File: config.mk
export PLATFORM = sky130hd
export DESIGN_NAME = bpa_size
export DESIGN_NICKNAME = d
export VERILOG_FILES = /design/src/hw/rtl/bpa_pkg.sv /design/src/hw/rtl/bpa_size.sv
export SDC_FILE = /design/constraint.sdc
export NUM_CORES = 1
export LEC_CHECK = 0
export BUFFER_PORTS_ARGS = -buffer_cell sky130_fd_sc_hd__clkbuf_2
export CORE_AREA = 4 4 41 43
export DETAILED_ROUTE_END_ITERATION = 8
export DIE_AREA = 0 0 45 47
export PLACE_DENSITY = 0.6
export SLEW_MARGIN = 20
export SYNTH_ARGS = -nofsm -noshare
export SYNTH_HDL_FRONTEND = slang
export SYNTH_SLANG_ARGS = --single-unit
File: constraint.sdc
create_clock -name vclk -period 4.25
set_input_delay 0.85 -clock vclk [all_inputs]
set_output_delay 0.85 -clock vclk [all_outputs]
set_load 0.005 [all_outputs]
File: src/hw/rtl/bpa_pkg.sv
// Shared types and constants of the buddy page allocator.
// No dependencies.
package bpa_pkg;

	localparam int SIZE_W = 21;
	localparam int PAGE_W = 8;
	localparam int ORD_W  = 5;
	localparam int LVL_W  = 5;

	typedef enum logic [1:0] {
		ST_OK      = 2'd0,
		ST_NOSPACE = 2'd1,
		ST_BADFREE = 2'd2
	} status_t;

	typedef struct packed {
		logic             too_large;
		logic [LVL_W-1:0] lvl;
	} size_dec_t;

endpackage

File: src/hw/rtl/bpa_size.sv
// Byte size to block level decoder of the buddy page allocator.
// Depends on bpa_pkg.
module bpa_size import bpa_pkg::*; #(
	parameter int PAGE_SHIFT = 12,
	parameter int POOL_ORDER = 20
) (
	input  logic [SIZE_W-1:0] size,
	output size_dec_t         dec
);

	localparam int L  = POOL_ORDER - PAGE_SHIFT;
	localparam int CW = ((POOL_ORDER + 1 > SIZE_W) ? POOL_ORDER + 1 : SIZE_W) + 1;

	logic [CW-1:0] size_ext;

	assign size_ext = CW'(size);

	always_comb begin
		dec.too_large = size_ext > (CW'(1) << POOL_ORDER);
		dec.lvl = '0;
		for (int j = 0; j < L; j++) begin
			if (size_ext > (CW'(1) << (PAGE_SHIFT + j))) begin
				dec.lvl = LVL_W'(j + 1);
			end
		end
	end

endmodule

==> flow_summary_export.csv <==
group,metric,value,unit
outcome,status,"finished, final reports clean",
final_layout,design.seq.count,0,
placement,gp_congestion,0.713,
final_layout,area.sequential,0,um^2
critical_path,crit_type,"primary input to output pin",
placement,io_buffers,26,
yosys,synth_top_area_share,26.9,%
cts,ctsResizeCount,0,
power_and_ir_drop,internal_power,14.6,uW
floorplan,die_w,45,um
yosys,synth_nets,59,
timing,rsz0062_at_grt,"no",
yosys,seq_area_frac_synth,0,%
timing,finalCritPeriodShare,73.4,%
placement,dp_slack,1.11,ns
timing,setup_violations,0,
placement,dpl.hpwl,764,um
critical_path,cp_max_fo,6,
drt,drtIter0Drc,3,
yosys,yosys.area.top_type,"nor4_4",
grt,antenna_found_initial,0,
min_path,holdCritPathClass,"primary input to output pin",
drt,viasPerCell,4.88,
power_and_ir_drop,p_sw,15.4,uW
critical_path,crit_arrival,2.27,ns
drt,vias,381,
final_layout,stdcell_area,458,um^2
min_path,worstHoldStart,"size[20]",
floorplan,initial_core_util,24.3,%
drt,routed_wl,823,um
floorplan,io_pins,27,
yosys,avgSynthCellArea,8.33,um^2
yosys,synth_area_leaders,"nor4_4 (27%), nand3b_1 (9.5%), mux2i_1 (6.3%)",
final_layout,clkbuf_count,0,
power_and_ir_drop,seqPwrFrac,0,%
floorplan,die_h,47,um
floorplan,core_region_area,1300,um^2
final_layout,nFillCells,155,
yosys,syn_inst,38,
power_and_ir_drop,p_leak,0.000174,uW
timing,fin_ws,1.13,ns
yosys,synthDistinctLibCells,24,
timing,hold_viol,0,
final_layout,multi_input_area,309,um^2
cts,hold_buffers,0,
placement,place_area,458,um^2
final_layout,drive_gt1_share,54.0,%
yosys,yosysMostFrequentCell,"nor2_1",
drt,drc_errors,0,
drt,first_pass_iters,4,
timing,fin_tns_setup,0,ns
power_and_ir_drop,irDropWorstVdd,0.0000198,V
critical_path,cp.required,3.40,ns
floorplan,rows,13,
yosys,synth.cell_area,317,um^2
grt,grt_overflow,0,
drt,antenna_left,0,
grt,grt_use_total,8.18,%
grt,grt_max_degree,7,
cts,post_cts_buffers,0,
timing,maxSlewViolCount,0,
job,drv_cap,0,
critical_path,end_kind,"output pin",
placement,dp_cells,78,
timing,fmax,321,MHz
drt,wl_per_cell,10.6,um
critical_path,critPathLaunchType,"primary input",
final_layout,instances_no_fill,78,
yosys,ys_warn_count,0,
min_path,hold_path_end,"dec[5]",
min_path,hold_depth,3,
final_layout,syn2layout_area_growth,44.7,%
power_and_ir_drop,combPwrFrac,100.0,%
floorplan,floorplan.die_area,2120,um^2
power_and_ir_drop,clkPwrFrac,0,%
critical_path,crit_path_start,"size[0]",
grt,grt_pass1_vias,344,
power_and_ir_drop,swShare,51.3,%
power_and_ir_drop,power_density,65.7,nW/um^2
grt,grt_first_pass_wirelength,1.36,mm
final_layout,n_antenna_cell,0,
timing,fin_crit,3.12,ns
final_layout,fin_nets,86,
yosys,synth_top_cells_by_count,"nor2_1 (5), nand3b_1 (4), nor4_4 (4)",
## final cells by class
| type | instances | share of cell area, % |
|---|---|---|
| timing repair buffer | 26 | 28.4 |
| tap | 15 | 4.10 |
| multi-input combinational | 37 | 67.5 |
## per-stage QoR
| step | power, uW | hold slack, ns | utilization, % |
|---|---|---|---|
| final | 30.1 | 2.06 | 35.2 |
| after floorplan | 10.8 | 1.76 | - |
| after CTS | 30.6 | 2.07 | 35.2 |
| after global placement | 30.0 | 2.06 | 35.2 |
| after global routing | 34.0 | 2.10 | 35.2 |
| after detailed placement | 30.5 | 2.07 | 35.2 |
## power by group through the flow
stage / Clock [uW] / Sequential [uW] / Combinational (uW)
final: 0 / 0 / 30.1
after detailed placement: 0 / 0 / 30.5
after floorplan: 0 / 0 / 10.8
after CTS: 0 / 0 / 30.6
after global routing: 0 / 0 / 34.0
after global placement: 0 / 0 / 30.0
## metal layers
layer / routed length [um] / vias up / GRT usage (%)
met4: 0 / 0 / 0
li1: - / 199 / -
met5: 0 / - / 0
met2: 369 / 20 / 16.4
met3: 125 / 0 / 0.766
met1: 328 / 162 / 9.89
## layout by cell type (no fill, tap or decap), types with 2 or more instances in the layout
| cell | instances |
|---|---|
| clkbuf_2 | 26 |
| mux2i_1 | 2 |
| nand3b_1 | 4 |
| nand2b_1 | 2 |
| nor2_1 | 5 |
| nor4_4 | 4 |
| nor3_1 | 2 |
| nor2b_1 | 2 |
## critical path: stages
cell      delay (ns)
clkbuf_2        0.10
nor4_4          0.31
nand3_2         0.18
or4_1           0.49
a31oi_1         0.17
nor2_1          0.06
clkbuf_2        0.11
## cell families (layout without fill, tap and decap cells)
| family | Yosys count | in the layout | synth area share [%] |
|---|---|---|---|
| other cells | 1 | 1 | 1.18 |
| compound gates | 8 | 8 | 21.3 |
| xor+xnor | 1 | 1 | 2.77 |
| buf+inv | 1 | 26 | 2.37 |
| simple gates | 25 | 25 | 66.0 |
| mux | 2 | 2 | 6.32 |
## how the worst max path moves through the flow
stage | slack [ns] | depth (start not counted) | to
floorplan | 1.41 | 5 | dec[1]
global placement | 1.12 | 7 | dec[1]
detailed placement | 1.11 | 7 | dec[1]
CTS | 1.11 | 7 | dec[1]
global route | 1.03 | 6 | dec[0]
finish | 1.13 | 7 | dec[1]
No activity file was read; power rests on OpenSTA's default activity.
